$ cat src/rtl/pcd_pkg.sv
`timescale 1ns / 1ps

package pcd_pkg;

    localparam int unsigned POS_W         = 16;
    localparam int unsigned CAP_W         = 17;
    localparam int unsigned MAX_INPUT_LEN = 65535;
    localparam int unsigned QUEUE_DEPTH   = 4;

    localparam logic [CAP_W-1:0] CAP_RESET = 17'h10000;
    localparam logic [7:0]       PCT_CHAR  = 8'h25;

    localparam logic KIND_DATA   = 1'b0;
    localparam logic KIND_STATUS = 1'b1;

    localparam logic [1:0] ST_OK       = 2'd0;
    localparam logic [1:0] ST_TRUNC    = 2'd1;
    localparam logic [1:0] ST_BAD_HEX  = 2'd2;
    localparam logic [1:0] ST_TOO_LONG = 2'd3;

    typedef enum logic [2:0] {
        PH_NORMAL = 3'b001,
        PH_PCT    = 3'b010,
        PH_DIGIT  = 3'b100
    } phase_t;

    typedef struct packed {
        logic [7:0] in_byte;
        logic       last_byte;
    } src_beat_t;

    typedef struct packed {
        logic             item_kind;
        logic [7:0]       data_byte;
        logic [POS_W-1:0] out_position;
        logic             fits_capacity;
        logic [1:0]       status_code;
        logic [POS_W-1:0] decoded_length;
        logic             end_flag;
    } dst_beat_t;

    // one queued unit of work: an optional data beat and an optional status beat
    typedef struct packed {
        logic             has_data;
        logic [7:0]       data;
        logic [POS_W-1:0] pos;
        logic             has_status;
        logic [1:0]       code;
        logic [POS_W-1:0] length;
    } entry_t;

    typedef struct packed {
        logic full;
        logic empty;
    } qstat_t;

    // {valid, value}
    function automatic logic [4:0] hex_digit(input logic [7:0] ch);
        logic [4:0] r;
        r = 5'd0;
        if (ch >= 8'h30 && ch <= 8'h39)
            r = {1'b1, ch[3:0]};
        else if ((ch >= 8'h41 && ch <= 8'h46) || (ch >= 8'h61 && ch <= 8'h66))
            r = {1'b1, ch[3:0] + 4'd9};
        return r;
    endfunction

endpackage

$ cat src/rtl/percent_decoder.sv
`timescale 1ns / 1ps

// channel   dir  handshake              payload
// src       in   src_valid / src_stall  src_beat  (in_byte, last_byte)
// dst       out  dst_valid / dst_stall  dst_beat  (data or end-of-message status)
// cfg       in   cfg_we                 cfg_data  (output_capacity)
//
// One source beat per cycle while src_stall is low. A beat is decoded in the cycle
// it is taken and reaches dst through a QUEUE_DEPTH entry queue, then the output
// register, which sends one beat per cycle while dst_stall is low; a last byte
// yielding both a data beat and a status beat sends two; the queue absorbs that.
// Reset clears the decode state, queue and output; capacity resets to 65536.
// src_stall is high only while the queue is full.

module percent_decoder #(
    parameter int unsigned MAX_INPUT_LEN = pcd_pkg::MAX_INPUT_LEN,
    parameter int unsigned QUEUE_DEPTH   = pcd_pkg::QUEUE_DEPTH
) (
    input  logic                      clk,
    input  logic                      rst_n,
    input  logic                      src_valid,
    output logic                      src_stall,
    input  pcd_pkg::src_beat_t        src_beat,
    output logic                      dst_valid,
    input  logic                      dst_stall,
    output pcd_pkg::dst_beat_t        dst_beat,
    input  logic                      cfg_we,
    input  logic [pcd_pkg::CAP_W-1:0] cfg_data
);

    logic            push, pop;
    pcd_pkg::entry_t push_entry, head_entry;
    pcd_pkg::qstat_t qstat;

    pcd_front #(
        .MAX_INPUT_LEN (MAX_INPUT_LEN)
    ) u_front (
        .clk        (clk),
        .rst_n      (rst_n),
        .src_valid  (src_valid),
        .src_stall  (src_stall),
        .src_beat   (src_beat),
        .qstat      (qstat),
        .push       (push),
        .push_entry (push_entry)
    );

    pcd_queue #(
        .DEPTH (QUEUE_DEPTH)
    ) u_queue (
        .clk        (clk),
        .rst_n      (rst_n),
        .push       (push),
        .push_entry (push_entry),
        .pop        (pop),
        .head_entry (head_entry),
        .qstat      (qstat)
    );

    pcd_back u_back (
        .clk        (clk),
        .rst_n      (rst_n),
        .cfg_we     (cfg_we),
        .cfg_data   (cfg_data),
        .head_entry (head_entry),
        .qstat      (qstat),
        .pop        (pop),
        .dst_valid  (dst_valid),
        .dst_stall  (dst_stall),
        .dst_beat   (dst_beat)
    );

`ifndef SYNTHESIS
    // a data beat that is not final is always followed by its status beat
    a_status_follows: assert property (@(posedge clk) disable iff (!rst_n)
        (dst_valid && !dst_stall && dst_beat.item_kind == pcd_pkg::KIND_DATA
            && !dst_beat.end_flag)
        |=> (dst_valid && dst_beat.item_kind == pcd_pkg::KIND_STATUS))
        else $error("status beat missing after non-final data beat");

    a_status_final: assert property (@(posedge clk) disable iff (!rst_n)
        (dst_valid && dst_beat.item_kind == pcd_pkg::KIND_STATUS) |-> dst_beat.end_flag)
        else $error("status beat without end flag");

    a_err_len_zero: assert property (@(posedge clk) disable iff (!rst_n)
        (dst_valid && dst_beat.item_kind == pcd_pkg::KIND_STATUS
            && dst_beat.status_code != pcd_pkg::ST_OK)
        |-> (dst_beat.decoded_length == '0))
        else $error("nonzero length on error status");

    a_no_overflow: assert property (@(posedge clk) disable iff (!rst_n)
        push |-> !qstat.full)
        else $error("queue push while full");
`endif

endmodule

$ cat src/rtl/pcd_front.sv
`timescale 1ns / 1ps

module pcd_front #(
    parameter int unsigned MAX_INPUT_LEN = pcd_pkg::MAX_INPUT_LEN
) (
    input  logic               clk,
    input  logic               rst_n,
    input  logic               src_valid,
    output logic               src_stall,
    input  pcd_pkg::src_beat_t src_beat,
    input  pcd_pkg::qstat_t    qstat,
    output logic               push,
    output pcd_pkg::entry_t    push_entry
);

    localparam int unsigned CNT_W = $clog2(MAX_INPUT_LEN + 2);
    localparam logic [CNT_W-1:0] CNT_MAX = CNT_W'(MAX_INPUT_LEN);
    localparam logic [pcd_pkg::POS_W-1:0] POS_SAT = '1;

    pcd_pkg::phase_t             phase_reg, phase_next;
    logic [3:0]                  hi_reg, hi_next;
    logic [CNT_W-1:0]            icnt_reg, icnt_next;
    logic [pcd_pkg::POS_W-1:0]   ocnt_reg, ocnt_next;
    logic [1:0]                  err_reg, err_next;

    logic                        fire;
    logic                        have_data;
    logic [7:0]                  value;
    logic [4:0]                  dig;
    logic [CNT_W-1:0]            icnt_inc;
    logic [pcd_pkg::POS_W-1:0]   ocnt_inc;
    logic [1:0]                  code;

    assign src_stall = qstat.full;
    assign fire      = src_valid && !qstat.full;
    assign dig       = pcd_pkg::hex_digit(src_beat.in_byte);

    always_comb
    begin
        phase_next = phase_reg;
        hi_next    = hi_reg;
        err_next   = err_reg;
        have_data  = 1'b0;
        value      = 8'h00;
        icnt_inc   = (icnt_reg <= CNT_MAX) ? icnt_reg + CNT_W'(1) : icnt_reg;

        if (err_reg == pcd_pkg::ST_OK)
        begin
            case (phase_reg)
                pcd_pkg::PH_NORMAL:
                begin
                    if (src_beat.in_byte == pcd_pkg::PCT_CHAR)
                    begin
                        if (src_beat.last_byte)
                            err_next = pcd_pkg::ST_TRUNC;
                        else
                            phase_next = pcd_pkg::PH_PCT;
                    end
                    else
                    begin
                        have_data = 1'b1;
                        value     = src_beat.in_byte;
                    end
                end
                pcd_pkg::PH_PCT:
                begin
                    phase_next = pcd_pkg::PH_NORMAL;
                    if (src_beat.last_byte)
                        err_next = pcd_pkg::ST_TRUNC;
                    else if (!dig[4])
                        err_next = pcd_pkg::ST_BAD_HEX;
                    else
                    begin
                        hi_next    = dig[3:0];
                        phase_next = pcd_pkg::PH_DIGIT;
                    end
                end
                pcd_pkg::PH_DIGIT:
                begin
                    phase_next = pcd_pkg::PH_NORMAL;
                    if (!dig[4])
                        err_next = pcd_pkg::ST_BAD_HEX;
                    else
                    begin
                        have_data = 1'b1;
                        value     = {hi_reg, dig[3:0]};
                    end
                end
                default:
                begin
                    phase_next = pcd_pkg::PH_NORMAL;
                end
            endcase
        end

        ocnt_inc = (have_data && ocnt_reg != POS_SAT) ? ocnt_reg + 1'b1 : ocnt_reg;
        code     = (icnt_inc > CNT_MAX) ? pcd_pkg::ST_TOO_LONG : err_next;

        push_entry.has_data   = have_data;
        push_entry.data       = value;
        push_entry.pos        = ocnt_reg;
        push_entry.has_status = src_beat.last_byte;
        push_entry.code       = code;
        push_entry.length     = (code == pcd_pkg::ST_OK) ? ocnt_inc : '0;

        push = fire && (have_data || src_beat.last_byte);

        if (src_beat.last_byte)
        begin
            phase_next = pcd_pkg::PH_NORMAL;
            hi_next    = 4'd0;
            err_next   = pcd_pkg::ST_OK;
            icnt_next  = '0;
            ocnt_next  = '0;
        end
        else
        begin
            icnt_next = icnt_inc;
            ocnt_next = ocnt_inc;
        end
    end

    always_ff @(posedge clk or negedge rst_n)
    begin
        if (!rst_n)
        begin
            phase_reg <= pcd_pkg::PH_NORMAL;
            hi_reg    <= 4'd0;
            icnt_reg  <= '0;
            ocnt_reg  <= '0;
            err_reg   <= pcd_pkg::ST_OK;
        end
        else if (fire)
        begin
            phase_reg <= phase_next;
            hi_reg    <= hi_next;
            icnt_reg  <= icnt_next;
            ocnt_reg  <= ocnt_next;
            err_reg   <= err_next;
        end
    end

endmodule

$ cat src/rtl/pcd_queue.sv
`timescale 1ns / 1ps

module pcd_queue #(
    parameter int unsigned DEPTH = pcd_pkg::QUEUE_DEPTH
) (
    input  logic            clk,
    input  logic            rst_n,
    input  logic            push,
    input  pcd_pkg::entry_t push_entry,
    input  logic            pop,
    output pcd_pkg::entry_t head_entry,
    output pcd_pkg::qstat_t qstat
);

    localparam int unsigned PTR_W = (DEPTH > 1) ? $clog2(DEPTH) : 1;
    localparam int unsigned CNT_W = $clog2(DEPTH + 1);
    localparam logic [PTR_W-1:0] PTR_LAST = PTR_W'(DEPTH - 1);
    localparam logic [CNT_W-1:0] CNT_FULL = CNT_W'(DEPTH);

    pcd_pkg::entry_t  mem [DEPTH];
    logic [PTR_W-1:0] wr_ptr_reg, wr_ptr_next;
    logic [PTR_W-1:0] rd_ptr_reg, rd_ptr_next;
    logic [CNT_W-1:0] cnt_reg, cnt_next;
    logic             do_push, do_pop;

    assign qstat.full  = (cnt_reg == CNT_FULL);
    assign qstat.empty = (cnt_reg == '0);
    assign do_push     = push && !qstat.full;
    assign do_pop      = pop && !qstat.empty;
    assign head_entry  = mem[rd_ptr_reg];

    always_comb
    begin
        wr_ptr_next = wr_ptr_reg;
        rd_ptr_next = rd_ptr_reg;
        cnt_next    = cnt_reg;
        if (do_push)
            wr_ptr_next = (wr_ptr_reg == PTR_LAST) ? '0 : wr_ptr_reg + 1'b1;
        if (do_pop)
            rd_ptr_next = (rd_ptr_reg == PTR_LAST) ? '0 : rd_ptr_reg + 1'b1;
        if (do_push && !do_pop)
            cnt_next = cnt_reg + 1'b1;
        else if (do_pop && !do_push)
            cnt_next = cnt_reg - 1'b1;
    end

    always_ff @(posedge clk)
    begin
        if (do_push)
            mem[wr_ptr_reg] <= push_entry;
    end

    always_ff @(posedge clk or negedge rst_n)
    begin
        if (!rst_n)
        begin
            wr_ptr_reg <= '0;
            rd_ptr_reg <= '0;
            cnt_reg    <= '0;
        end
        else
        begin
            wr_ptr_reg <= wr_ptr_next;
            rd_ptr_reg <= rd_ptr_next;
            cnt_reg    <= cnt_next;
        end
    end

endmodule

$ cat src/rtl/pcd_back.sv
`timescale 1ns / 1ps

module pcd_back (
    input  logic                        clk,
    input  logic                        rst_n,
    input  logic                        cfg_we,
    input  logic [pcd_pkg::CAP_W-1:0]   cfg_data,
    input  pcd_pkg::entry_t             head_entry,
    input  pcd_pkg::qstat_t             qstat,
    output logic                        pop,
    output logic                        dst_valid,
    input  logic                        dst_stall,
    output pcd_pkg::dst_beat_t          dst_beat
);

    logic [pcd_pkg::CAP_W-1:0]  cap_reg;
    logic                       valid_reg, valid_next;
    pcd_pkg::dst_beat_t         beat_reg, beat_next;
    logic                       pend_reg, pend_next;
    logic [1:0]                 pend_code_reg, pend_code_next;
    logic [pcd_pkg::POS_W-1:0]  pend_len_reg, pend_len_next;
    logic                       can_load;

    assign can_load  = !valid_reg || !dst_stall;
    assign pop       = can_load && !pend_reg && !qstat.empty;
    assign dst_valid = valid_reg;
    assign dst_beat  = beat_reg;

    always_comb
    begin
        valid_next     = valid_reg;
        beat_next      = beat_reg;
        pend_next      = pend_reg;
        pend_code_next = pend_code_reg;
        pend_len_next  = pend_len_reg;

        if (can_load)
        begin
            valid_next = 1'b0;
            if (pend_reg)
            begin
                valid_next               = 1'b1;
                pend_next                = 1'b0;
                beat_next                = '0;
                beat_next.item_kind      = pcd_pkg::KIND_STATUS;
                beat_next.status_code    = pend_code_reg;
                beat_next.decoded_length = pend_len_reg;
                beat_next.end_flag       = 1'b1;
            end
            else if (!qstat.empty)
            begin
                valid_next = 1'b1;
                beat_next  = '0;
                if (head_entry.has_data)
                begin
                    beat_next.item_kind     = pcd_pkg::KIND_DATA;
                    beat_next.data_byte     = head_entry.data;
                    beat_next.out_position  = head_entry.pos;
                    beat_next.fits_capacity =
                        ({1'b0, head_entry.pos} + pcd_pkg::CAP_W'(1)) < cap_reg;
                    beat_next.end_flag      = !head_entry.has_status;
                    pend_next               = head_entry.has_status;
                    pend_code_next          = head_entry.code;
                    pend_len_next           = head_entry.length;
                end
                else
                begin
                    beat_next.item_kind      = pcd_pkg::KIND_STATUS;
                    beat_next.status_code    = head_entry.code;
                    beat_next.decoded_length = head_entry.length;
                    beat_next.end_flag       = 1'b1;
                end
            end
        end
    end

    always_ff @(posedge clk)
    begin
        beat_reg      <= beat_next;
        pend_code_reg <= pend_code_next;
        pend_len_reg  <= pend_len_next;
    end

    always_ff @(posedge clk or negedge rst_n)
    begin
        if (!rst_n)
        begin
            cap_reg   <= pcd_pkg::CAP_RESET;
            valid_reg <= 1'b0;
            pend_reg  <= 1'b0;
        end
        else
        begin
            if (cfg_we)
                cap_reg <= cfg_data;
            valid_reg <= valid_next;
            pend_reg  <= pend_next;
        end
    end

endmodule

$ cat config.mk
export PLATFORM = sky130hd
export DESIGN_NAME = percent_decoder
export DESIGN_NICKNAME = d
export VERILOG_FILES = /design/src/rtl/pcd_pkg.sv /design/src/rtl/percent_decoder.sv /design/src/rtl/pcd_front.sv /design/src/rtl/pcd_queue.sv /design/src/rtl/pcd_back.sv
export SDC_FILE = /design/constraint.sdc
export NUM_CORES = 1
export LEC_CHECK = 0
export BUFFER_PORTS_ARGS = -buffer_cell sky130_fd_sc_hd__buf_2
export CAP_MARGIN = 10
export CELL_PAD_IN_SITES_DETAIL_PLACEMENT = 1
export CELL_PAD_IN_SITES_GLOBAL_PLACEMENT = 2
export CORE_UTILIZATION = 30
export CTS_BUF_LIST = sky130_fd_sc_hd__clkbuf_16
export DETAILED_ROUTE_END_ITERATION = 6
export GPL_TIMING_DRIVEN = 0
export PLACE_DENSITY_LB_ADDON = 0.2
export SLEW_MARGIN = 20
export SYNTH_ARGS = -nofsm -noshare
export SYNTH_HDL_FRONTEND = slang
export SYNTH_HIERARCHICAL = 1
export SYNTH_SLANG_ARGS = --single-unit
export TNS_END_PERCENT = 100
$ cat constraint.sdc
create_clock -name clk -period 8.3 [get_ports clk]
set_input_delay 1.245 -clock clk [delete_from_list [all_inputs] [get_ports clk]]
set_output_delay 1.245 -clock clk [all_outputs]
set_load 0.01 [all_outputs]
# Word level (Yosys, flattened, before mapping)

Memory sizes are Yosys's and may differ from the RTL's.
Index checks and enable logic that the tools add are counted.

Eq/ne operators: 10
Magnitude comparators: 9
Add/subtract/negate cells: 8
Muxes and demuxes: 49
Bitwise gates (word level): 2
Reductions and logical operators: 34

Operators with widths:

| operator                | count |
|---|---|
| $mux W16                | 3 |
| $mux W45                | 1 |
| $mux W17                | 2 |
| $mux W25                | 1 |
| $mux W8                 | 3 |
| $mux W19                | 1 |
| $mux W18                | 1 |
| $mux W2                 | 9 |
| $mux W3                 | 6 |
| $add A16 B1 Y17 const B | 1 |
| $add A17 B1 Y17 const B | 1 |
| $gt A17 B16 Y1 const B  | 1 |
| $le A17 B16 Y1 const B  | 1 |
| $lt A17 B17 Y1          | 1 |
| $add A16 B1 Y16 const B | 1 |
| $ge A8 B7 Y1 const B    | 2 |
| $le A8 B7 Y1 const B    | 2 |
| $mux W4                 | 4 |
| $ne A16 B16 Y1 const B  | 1 |
| $pmux W8 S2             | 1 |
| $logic_and A1 B1 Y1     | 12 |
| $mux W1                 | 12 |
| $mux W5                 | 2 |
| $eq A8 B6 Y1 const B    | 1 |
| 24 further kinds        | 42 |

Bits in registers: 131
Word-level logic and storage cells: 133
Input port bits: 31
Output and inout port bits: 47
Memories: 1
RAM bits: 176

Memory list:

| memory      | words | width | rd ports | clocked after memory_dff | wr ports | RTL line        | text |
|---|---|---|---|---|---|---|---|
| u_queue.mem | 4     | 44    | 1        | 0                        | 1        | pcd_queue.sv:20 | `pcd_pkg::entry_t mem [DEPTH];` |

# Depth between registers and ports, before layout

Gate-level depths: netlist of run 1.

Word-level depth: 15
Gate-level depth with buffers: 15
Depth with buffers taken out: 13

# By module

The synthesis of run 1 kept the hierarchy.

By module, submodules not included:

| module    | area an instance (um2) | instances | cells an instance | seq. area each (um2) |
|---|---|---|---|---|
| pcd_queue | 6789.0                 | 1         | 267               | 5460.2 |
| pcd_back  | 3623.5                 | 1         | 273               | 2368.5 |
| pcd_front | 3221.8                 | 1         | 394               | 1052.3 |

# Least setup slack after synthesis of run 1

OpenSTA, ideal clock, no wires.

Kind: input port to flip-flop
Start point: in src_beat[4] (netlist bit)
End point: mem u_queue/mem[0][0] (netlist bit) (enable)
Stages: 9
Arrival time: 3923 ps
Path buffers: 3
Required time: 7894 ps
Slack: 3971 ps
Library setup time: 406 ps
Path through: buf_4 or4b_4 nor4_4 o31ai_2 buf_6 a21oi_1 nor2b_1 buf_2 and2_1

Word-level cells in the longest chain between the ends: 13
Elaborated cells on any way between the ends: 22
Those cells by class: order compare (6); eq/ne (1); mux (8); reduce/logical (7)

RTL lines:

| item                                                | RTL line              | text |
|---|---|---|
| from (decl)                                         | percent_decoder.sv:23 | `input pcd_pkg::src_beat_t src_beat,` |
| $ge A8 B7 Y1 / $le A8 B7 Y1 (equally long branches) | pcd_pkg.sv:63         | `else if ((ch >= 8'h41 && ch <= 8'h46) \|\| (ch >= 8'h61 && ch <= 8'h66))` |
| $logic_and A1 B1 Y1                                 | pcd_pkg.sv:63         |  |
| $logic_or A1 B1 Y1                                  | pcd_pkg.sv:63         |  |
| $mux W5                                             | pcd_pkg.sv:63         |  |
| $mux W5                                             | pcd_pkg.sv:61         | `if (ch >= 8'h30 && ch <= 8'h39)` |
| $mux W1                                             | pcd_front.sv:81       | `if (!dig[4])` |
| $pmux W1 S2 (*)                                     | pcd_front.sv:49       | `case (phase_reg)` |
| $mux W1 (*)                                         | pcd_front.sv:47       | `if (err_reg == pcd_pkg::ST_OK)` |
| $logic_or A1 B1 Y1 (*)                              | pcd_front.sv:106      | `push = fire && (have_data \|\| src_beat.last_byte);` |
| $logic_and A1 B1 Y1 (*)                             | pcd_front.sv:106      |  |
| via push                                            | percent_decoder.sv:31 | `logic push, pop;` |
| $logic_and A1 B1 Y1 (*)                             | pcd_queue.sv:28       | `assign do_push = push && !qstat.full;` |
| via u_queue.do_push                                 | pcd_queue.sv:24       | `logic do_push, do_pop;` |
| $mux W1 (*)                                         | pcd_queue.sv:49       | `if (do_push)` |
| $mux W1 (implied by the code) (*)                   | pcd_queue.sv:50       | `mem[wr_ptr_reg] <= push_entry;` |
| to (decl)                                           | pcd_queue.sv:20       |  |

Mark *: on every way through the listed nets, which the timed path passes. The rest lies on a longest branch.

# Final worst setup path of run 1

Start point: in src_beat[2] (netlist bit)
End point: reg u_queue.cnt_reg[1]

Elaborated cells on any way between the ends: 25
Those cells by class: order compare (6); eq/ne (1); mux (7); reduce/logical (11)

RTL lines:

| item                                                | RTL line              | text |
|---|---|---|
| $ge A8 B7 Y1 / $le A8 B7 Y1 (equally long branches) | pcd_pkg.sv:63         |  |
| $logic_and A1 B1 Y1                                 | pcd_pkg.sv:63         |  |
| $logic_or A1 B1 Y1                                  | pcd_pkg.sv:63         |  |
| $mux W5                                             | pcd_pkg.sv:63         |  |
| $mux W5                                             | pcd_pkg.sv:61         |  |
| $mux W1                                             | pcd_front.sv:81       |  |
| $pmux W1 S2 (*)                                     | pcd_front.sv:49       |  |
| $mux W1 (*)                                         | pcd_front.sv:47       |  |
| $logic_or A1 B1 Y1 (*)                              | pcd_front.sv:106      |  |
| $logic_and A1 B1 Y1 (*)                             | pcd_front.sv:106      |  |
| via push                                            | percent_decoder.sv:31 |  |
| $logic_and A1 B1 Y1 (*)                             | pcd_queue.sv:28       |  |
| via u_queue.do_push                                 | pcd_queue.sv:24       |  |
| $logic_and A1 B1 Y1 (*)                             | pcd_queue.sv:41       | `if (do_push && !do_pop)` |
| $mux W3 (*)                                         | pcd_queue.sv:41       |  |
| via u_queue.cnt_next[1]                             | pcd_queue.sv:23       | `logic [CNT_W-1:0] cnt_reg, cnt_next;` |
| to (signal assigned)                                | pcd_queue.sv:65       | `cnt_reg <= cnt_next;` |
| to (decl)                                           | pcd_queue.sv:23       |  |

Marks and branches as above.
A chain may end at the register's enable or synchronous reset.

==> results.toml, run 1 <==
[detailed_routing]
vias = 8373
drc = 0
drt_wl_total_um = 34820
viasPerCell = 4.999
drt_pass1_iterations = 4
avgRoutedWirePerCell_um = 20.79
drtIter0Drc = 407
final_antenna_net_count = 0

[synth]
synth_edf_count = 239
ys_warn_count = 6
syn-mean-instance-area_um2 = 14.60
mappedNetlistArea_um2 = 13630
syn_inst = 934
synthFlopType = "edfxtp_1"
synth.area.top_cells = "edfxtp_1, dfrtp_1, mux4_2, ha_1, nand2_1"
yosysUniqueCellTypes = 81
yosys_register_bits = 307
async_flop_share = 0.2215
yosysTopAreaCellShare = 0.5264
synth_nets = 994
seq_area_frac_synth = 0.6514
synth.largest_area_cell = "edfxtp_1"

[critical_path]
start_kind = "primary input"
r2r-end = "u_queue/cnt_reg[1]"
crit_chain = "buf_2 -> inv_1 -> ha_1 -> nor3b_1 -> nor4_4 -> o31ai_2 -> buf_6 -> a21oi_1 -> nor2b_1 -> buf_2 -> ha_1 -> inv_1 -> fa_1 -> mux2_2"
ff2ff_path_depth = 12
crit_slowest_cell = "o31ai_2"
worstPathMaxFanout = 10
path_buf_inv = 5
crit_arrival_ps = 4620
r2r_start = "u_queue/cnt_reg[0]"
cp.required_ps = 8720
crit_path_end_kind = "flop"
crit_type = "primary input to flop"
max_stage_delay_ps = 770
r2r_setup_slack_ps = 4190
cp_top_family = "adder cells"

[global_routing]
grt_pass1_wl_um = 54670
antenna_found_initial = 1
grt_use_total = 0.1545
overflow = 0
grt_pass1_vias = 8990
grt_max_degree = 36

[cells_and_area]
top_register = "u_queue/mem"
finalNonFillerCells = 1675
area_growth_pct = 18.53
stdcell_area_um2 = 16160
diodes = 0
drive_above_1_share = 0.2087
largest_reg_flops = 176
final_util = 0.3631
layout.nets = 1115

[power_and_ir_drop]
switchingPower_mw = 1.835
p_comb_frac = 0.299
p_int_mw = 3.927
pwr_density_cell_nw_per_um2 = 356.6
p_sw_frac = 0.3184
p_clk_frac = 0.277
p_seq_frac = 0.424
vdd_drop_max_mv = 0.1321
power_leakage_nw = 5.800

[flow_run]
maxCapViolations = 0

[timing]
timing.fmax_ghz = 0.2383
setup_violations = 0
whs_ps = 505.3
maxSlewHeadroom = 0.3011
skew_ps = 19.95
period_minus_slack_ps = 4197
hold_viol_final = 0
final_max_slew_viol_count = 0
fin_setup_tns_ps = 0
worstMarginPinSlew_ps = 1046
rsz0062_at_grt = "no"
fin_crit_sh = 0.5056

[die]
die_x_um = 215.2
die_h_um = 215.2
initial_core_util = 0.3063
ios = 78
coreArea_um2 = 44510
rows = 77
dieArea_um2 = 46300

[clock_network]
cts-buffers-inserted = 37
postCtsSetupBuffers = 0
cts_tree = "yes"
htreeDepth = 2
hold_buffers = 0
cts_resized = 0
clkSinkCount = 307
clk_path_buf_depth = 3
cts_root_buf = "clkbuf_16"
clkTransAtPathRegs_ps = 50
clkLatencyLatePin_ps = 550

[worst_hold_path]
whs_endpoint = "u_front/hi_reg[3]"
hold_depth = 1
min-delay-start = "u_front/hi_reg[3]"
hp-class = "flop to flop"

[place]
place_inst = 1608
gp_congestion = 0.7779
hpwl_um = 24020
placed_cell_area_um2 = 14960
portBuffers = 75

[status]
status = "finished, final reports clean"
worst reg2reg max path, cell delays in order, from the launching register on:
cell and delay, ps:
dfrtp_1 470, nor3b_2 480, nand2b_1 180, clkbuf_1 460
clkbuf_1 460, buf_1 550, a21oi_1 70, nor2b_1 150
buf_2 190, ha_1 240, inv_1 70, fa_1 400
mux2_2 270
cell families after synthesis:
family          count (synthesis)  share of synthesized area
xor+xnor                       30                    0.01927
buf+inv                        78                    0.02661
mux                            50                    0.07809
fa+ha+maj                      29                    0.02716
simple gates                  273                     0.1114
compound gates                167                    0.08608
flops                         307                     0.6514
routing by layer:
layer	GRT usage	vias up	wire, um
li1	-	3885	-
met1	0.1971	4298	15500
met2	0.2649	130	17300
met3	0.02760	58	1142
met4	0.04917	2	865
met5	0	-	10
layout by cell type (no fill, tap or decap), types with 6 or more instances in the layout:
master / instances
or3_1: 18
inv_1: 40
buf_2: 81
nand2_1: 60
edfxtp_1: 239
buf_4: 11
o211ai_1: 11
ha_1: 28
a21oi_1: 32
nor2_1: 36
a22oi_1: 7
clkinv_1: 9
xnor2_1: 21
nand3_1: 26
nand4_1: 17
and2_1: 27
a22o_1: 17
nand2b_1: 9
mux4_2: 44
clkbuf_16: 38
xor2_1: 9
clkbuf_1: 23
o21ai_1: 6
o311ai_1: 10
dfrtp_1: 66
buf_16: 6
clkinv_2: 6
o21ai_0: 36
and3_1: 6
nor3_1: 19
nor4_1: 8
power by group through the flow:
stage               Sequential [mW]  Clock, mW  Combinational, mW
floorplan                      2.48          0               1.09
global placement               2.48          0               1.69
detailed placement             2.48          0               1.78
CTS                            2.45       1.66               1.79
global route                   2.49       1.70               1.91
finish                         2.44       1.59               1.73
layout make-up:
cell class                 instances  area [um2]
inverter                          33       123.9
tap                              592       740.7
fill                            4671       28350
clock buffer                      38       950.9
buffer                            45       239.0
timing repair buffer              82       563.0
sequential                       307        8881
clock inverter                    29       250.2
multi-input combinational        549        4412
Yosys cell counts, types with 5 or more instances:
| library cell | instances |
|---|---|
| nand2b_1 | 9 |
| or4_1 | 5 |
| and2_1 | 31 |
| nor2b_1 | 5 |
| nor4_1 | 8 |
| o21ai_0 | 36 |
| nor2_1 | 36 |
| xnor2_1 | 21 |
| nor3_1 | 19 |
| o311ai_1 | 10 |
| inv_1 | 32 |
| nor3b_1 | 5 |
| clkbuf_1 | 23 |
| a22o_1 | 17 |
| buf_4 | 10 |
| a21oi_1 | 33 |
| ha_1 | 28 |
| o21ai_1 | 6 |
| edfxtp_1 | 239 |
| xor2_1 | 9 |
| o211ai_1 | 11 |
| mux4_2 | 44 |
| nand4_1 | 17 |
| nand3_1 | 26 |
| or3_1 | 18 |
| a22oi_1 | 7 |
| nand2_1 | 60 |
| dfrtp_1 | 66 |
| and3_1 | 6 |
| buf_2 | 7 |
how the worst max path moves through the flow:
| stage | depth (start not counted) | slack [ps] | start | to |
|---|---|---|---|---|
| floorplan | 9 | 3970 | src_beat[4] | u_queue/mem[0][0] |
| global placement | 11 | 2470 | src_beat[1] | u_queue/mem[1][36] |
| detailed placement | 14 | 3510 | src_beat[2] | u_queue/cnt_reg[1] |
| CTS | 14 | 4090 | src_beat[2] | u_queue/cnt_reg[1] |
| global route | 14 | 3830 | src_beat[2] | u_queue/cnt_reg[1] |
| finish | 14 | 4100 | src_beat[2] | u_queue/cnt_reg[1] |
stage by stage:
stage	setup slack [ps]	power [mW]
5_1_grt	3827	6.105
6_report	4103	5.762
3_3_place_gp	2473	4.171
4_1_cts	4090	5.897
3_5_place_dp	3509	4.261
2_1_floorplan	3971	3.562
Note: power is estimated with default switching activity, not from simulation.
==> run 2: changes to the inputs <==
- ABC_AREA: unset -> 1
- clock period: 8.3 -> 4.18 ns (I/O delays scaled with it)
==> run 2 against run 1 <==
Against the previous run:
- synthesized area rose by 9.2%
- clock skew rose by 3.6 ps
- count of clock-buffer cells in the layout rose by 1
- power rose by 110%
- highest routed layer is now met4
- sequential share of layout area fell by 4.6 points
- final area rose by 9.1%
- wire length rose by 19%
==> results.toml, run 2 <==
[die]
die_h_um = 224.8
dieArea_um2 = 50510
initial_core_util = 0.3041
ios = 78
rows = 81
coreArea_um2 = 48950
die_x_um = 224.8

[cells_and_area]
diodes = 0
area_growth_pct = 18.48
largest_reg_flops = 176
final_common_cell = "nand2_1"
final_cell_mix = "nand2_1, edfxtp_1, inv_1"
fill_cells = 5574
layout.nets = 1684
top_register = "u_queue/mem"
multiInputGateArea_um2 = 4763
ff_latch_area_um2 = 8881
drive_above_1_share = 0.1602

[critical_path]
worstPathMaxFanout = 18
r2r_setup_slack_ps = 460
path_buf_inv = 3
crit_chain = "inv_2 -> nor3_4 -> nand2_2 -> a21oi_1 -> nand2_1 -> nand2_1 -> nand2_1 -> nor2_4 -> buf_16 -> buf_16"
crit_path_end_kind = "flop"
crit_slowest_cell = "a21oi_1"
crit_arrival_ps = 3960
path_common_cell = "nand2_1"
r2r_start = "u_front/phase_reg[0]"
cp.required_ps = 4420
r2r-end = "u_queue/mem[2][10]"
max_stage_delay_ps = 730
cp_top_family = "simple AND/OR/NAND/NOR gates"
crit_type = "flop to flop"
ff2ff_path_depth = 10
start_kind = "flop"

[detailed_routing]
final_antenna_net_count = 0
viasPerCell = 4.558
drtIter0Drc = 367
avgRoutedWirePerCell_um = 17.89
drt_pass1_iterations = 4
vias = 10570
drt_wl_total_um = 41480
drc = 0

[power_and_ir_drop]
vdd_drop_max_mv = 0.2271
pwr_density_cell_nw_per_um2 = 694.0
power_leakage_nw = 7.595

[flow_run]
maxCapViolations = 0

[worst_hold_path]
hp-class = "primary input to flop"
whs_endpoint = "u_back/cap_reg[5]"
min-delay-start = "cfg_data[5]"
hold_depth = 3

[clock_network]
clkSinkCount = 307
clk_path_buf_depth = 3
clkLatencyLatePin_ps = 550
cts_root_buf = "clkbuf_16"
cts-buffers-inserted = 38
cts_tree = "yes"
postCtsSetupBuffers = 0
htreeDepth = 2
clkTransAtPathRegs_ps = 50

[timing]
setup_violations = 0
period_minus_slack_ps = 3723
fin_crit_sh = 0.8908
fin_setup_tns_ps = 0
maxSlewHeadroom = 0.4175
rsz0062_at_grt = "no"
setup_slack_ps = 456.6
worstMarginPinSlew_ps = 873.7
timing.fmax_ghz = 0.2686
hold_viol_final = 0
final_max_slew_viol_count = 0
skew_ps = 23.59

[place]
hpwl_um = 30680
place_ws_ps = -21.75
portBuffers = 77
gp_congestion = 0.7581

[synth]
mappedNetlistArea_um2 = 14890
synth_edf_count = 239
yosys_register_bits = 307
synthFlopType = "edfxtp_1"
async_flop_share = 0.2215
synth_nets = 1555
ys_warn_count = 6
yosysUniqueCellTypes = 46
synth.most_common_cell = "nand2_1"
yosysTopAreaCellShare = 0.4821
synth.area.top_cells = "edfxtp_1, dfrtp_1, nand2_1, inv_1, o211ai_1"
yosys-top-cells-count = "nand2_1, edfxtp_1, inv_1"
synth.largest_area_cell = "edfxtp_1"
seq_area_frac_synth = 0.5966
syn-mean-instance-area_um2 = 9.957
syn_inst = 1495

[global_routing]
grt_max_degree = 46
antenna_found_initial = 0
overflow = 0
grt_pass1_vias = 11520
grt_pass1_wl_um = 65980
grt_use_total = 0.1710

[status]
status = "finished, final reports clean"
[run 2: timing repair]
action,4_1_cts,5_1_grt
resized for setup,0,2
hold buffers,1,0
setup endpoints to repair,0,37
endpoints found under the hold margin,16,0
[run 2: worst max-delay path by stage]
stage                               startpoint                 end  slack (ps)  depth (start not counted)
after floorplan                    src_beat[2]   u_queue/mem[0][0]         120                         12
after global placement             src_beat[2]  u_queue/mem[2][14]       -2640                         13
after detailed placement           src_beat[2]  u_queue/mem[3][14]         -20                         15
after CTS                   u_queue/cnt_reg[0]  u_queue/mem[3][10]         150                         12
after global routing        u_queue/cnt_reg[1]  u_queue/cnt_reg[2]         140                         17
final                     u_front/phase_reg[0]  u_queue/mem[2][10]         460                         10
[run 2: power breakdown]
part	switching [mW]	internal [mW]	leakage, nW
registers	0.266	4.40	3.14
logic	2.96	1.42	3.82
clock network	1.30	1.89	0.631
total	4.53	7.71	7.60
[run 2: area by class of cell]
| type | instances | share of cell area |
|---|---|---|
| Multi-Input combinational cell | 896 | 0.2701 |
| Buffer | 57 | 0.02235 |
| Clock buffer | 39 | 0.05533 |
| Tap cell | 664 | 0.04711 |
| Sequential cell | 307 | 0.5035 |
| Inverter | 235 | 0.05001 |
| Clock inverter | 31 | 0.01405 |
| Timing Repair Buffer | 89 | 0.03753 |
[run 2: metal layers]
metal,share of wire,global-route usage
met5,0,0
met4,0.021,0.04784
met3,0.028,0.02273
met2,0.50,0.3060
met1,0.45,0.2145
[run 2: cell families (layout without fill, tap and decap cells)]
group / Yosys count / count (layout) / synth area share
AOI/OAI and AO/OA: 153 / 153 / 0.07288
xor gates and xnor gates: 33 / 33 / 0.01942
adders and majority gates: 29 / 29 / 0.02488
buffers and inverters: 292 / 451 / 0.08565
DFF: 307 / 307 / 0.5966
muxes: 1 / 1 / 0.0007564
and+or+nand+nor: 680 / 680 / 0.1998
[run 2: worst register-to-register path: stages (launching register included)]
cell	delay, ps
dfstp_2	590
inv_2	60
nor3_4	270
nand2_2	170
a21oi_1	730
nand2_1	100
nand2_1	220
nand2_1	330
nor2_4	510
buf_16	230
buf_16	190
[run 2: metrics by stage]
step / hold WS [ps] / instance area [um2] / utilization / power [mW] / cells
2_1_floorplan: 331.4 / 14890 / - / 7.421 / 1495
3_3_place_gp: 469.2 / 16100 / 0.3289 / 8.967 / 2236
3_5_place_dp: 484.4 / 16400 / 0.3351 / 9.237 / 2247
4_1_cts: 259.7 / 17640 / 0.3603 / 12.50 / 2318
5_1_grt: 275.8 / 17640 / 0.3603 / 13.08 / 2318
6_report: 286.3 / 17640 / 0.3603 / 12.24 / 2318
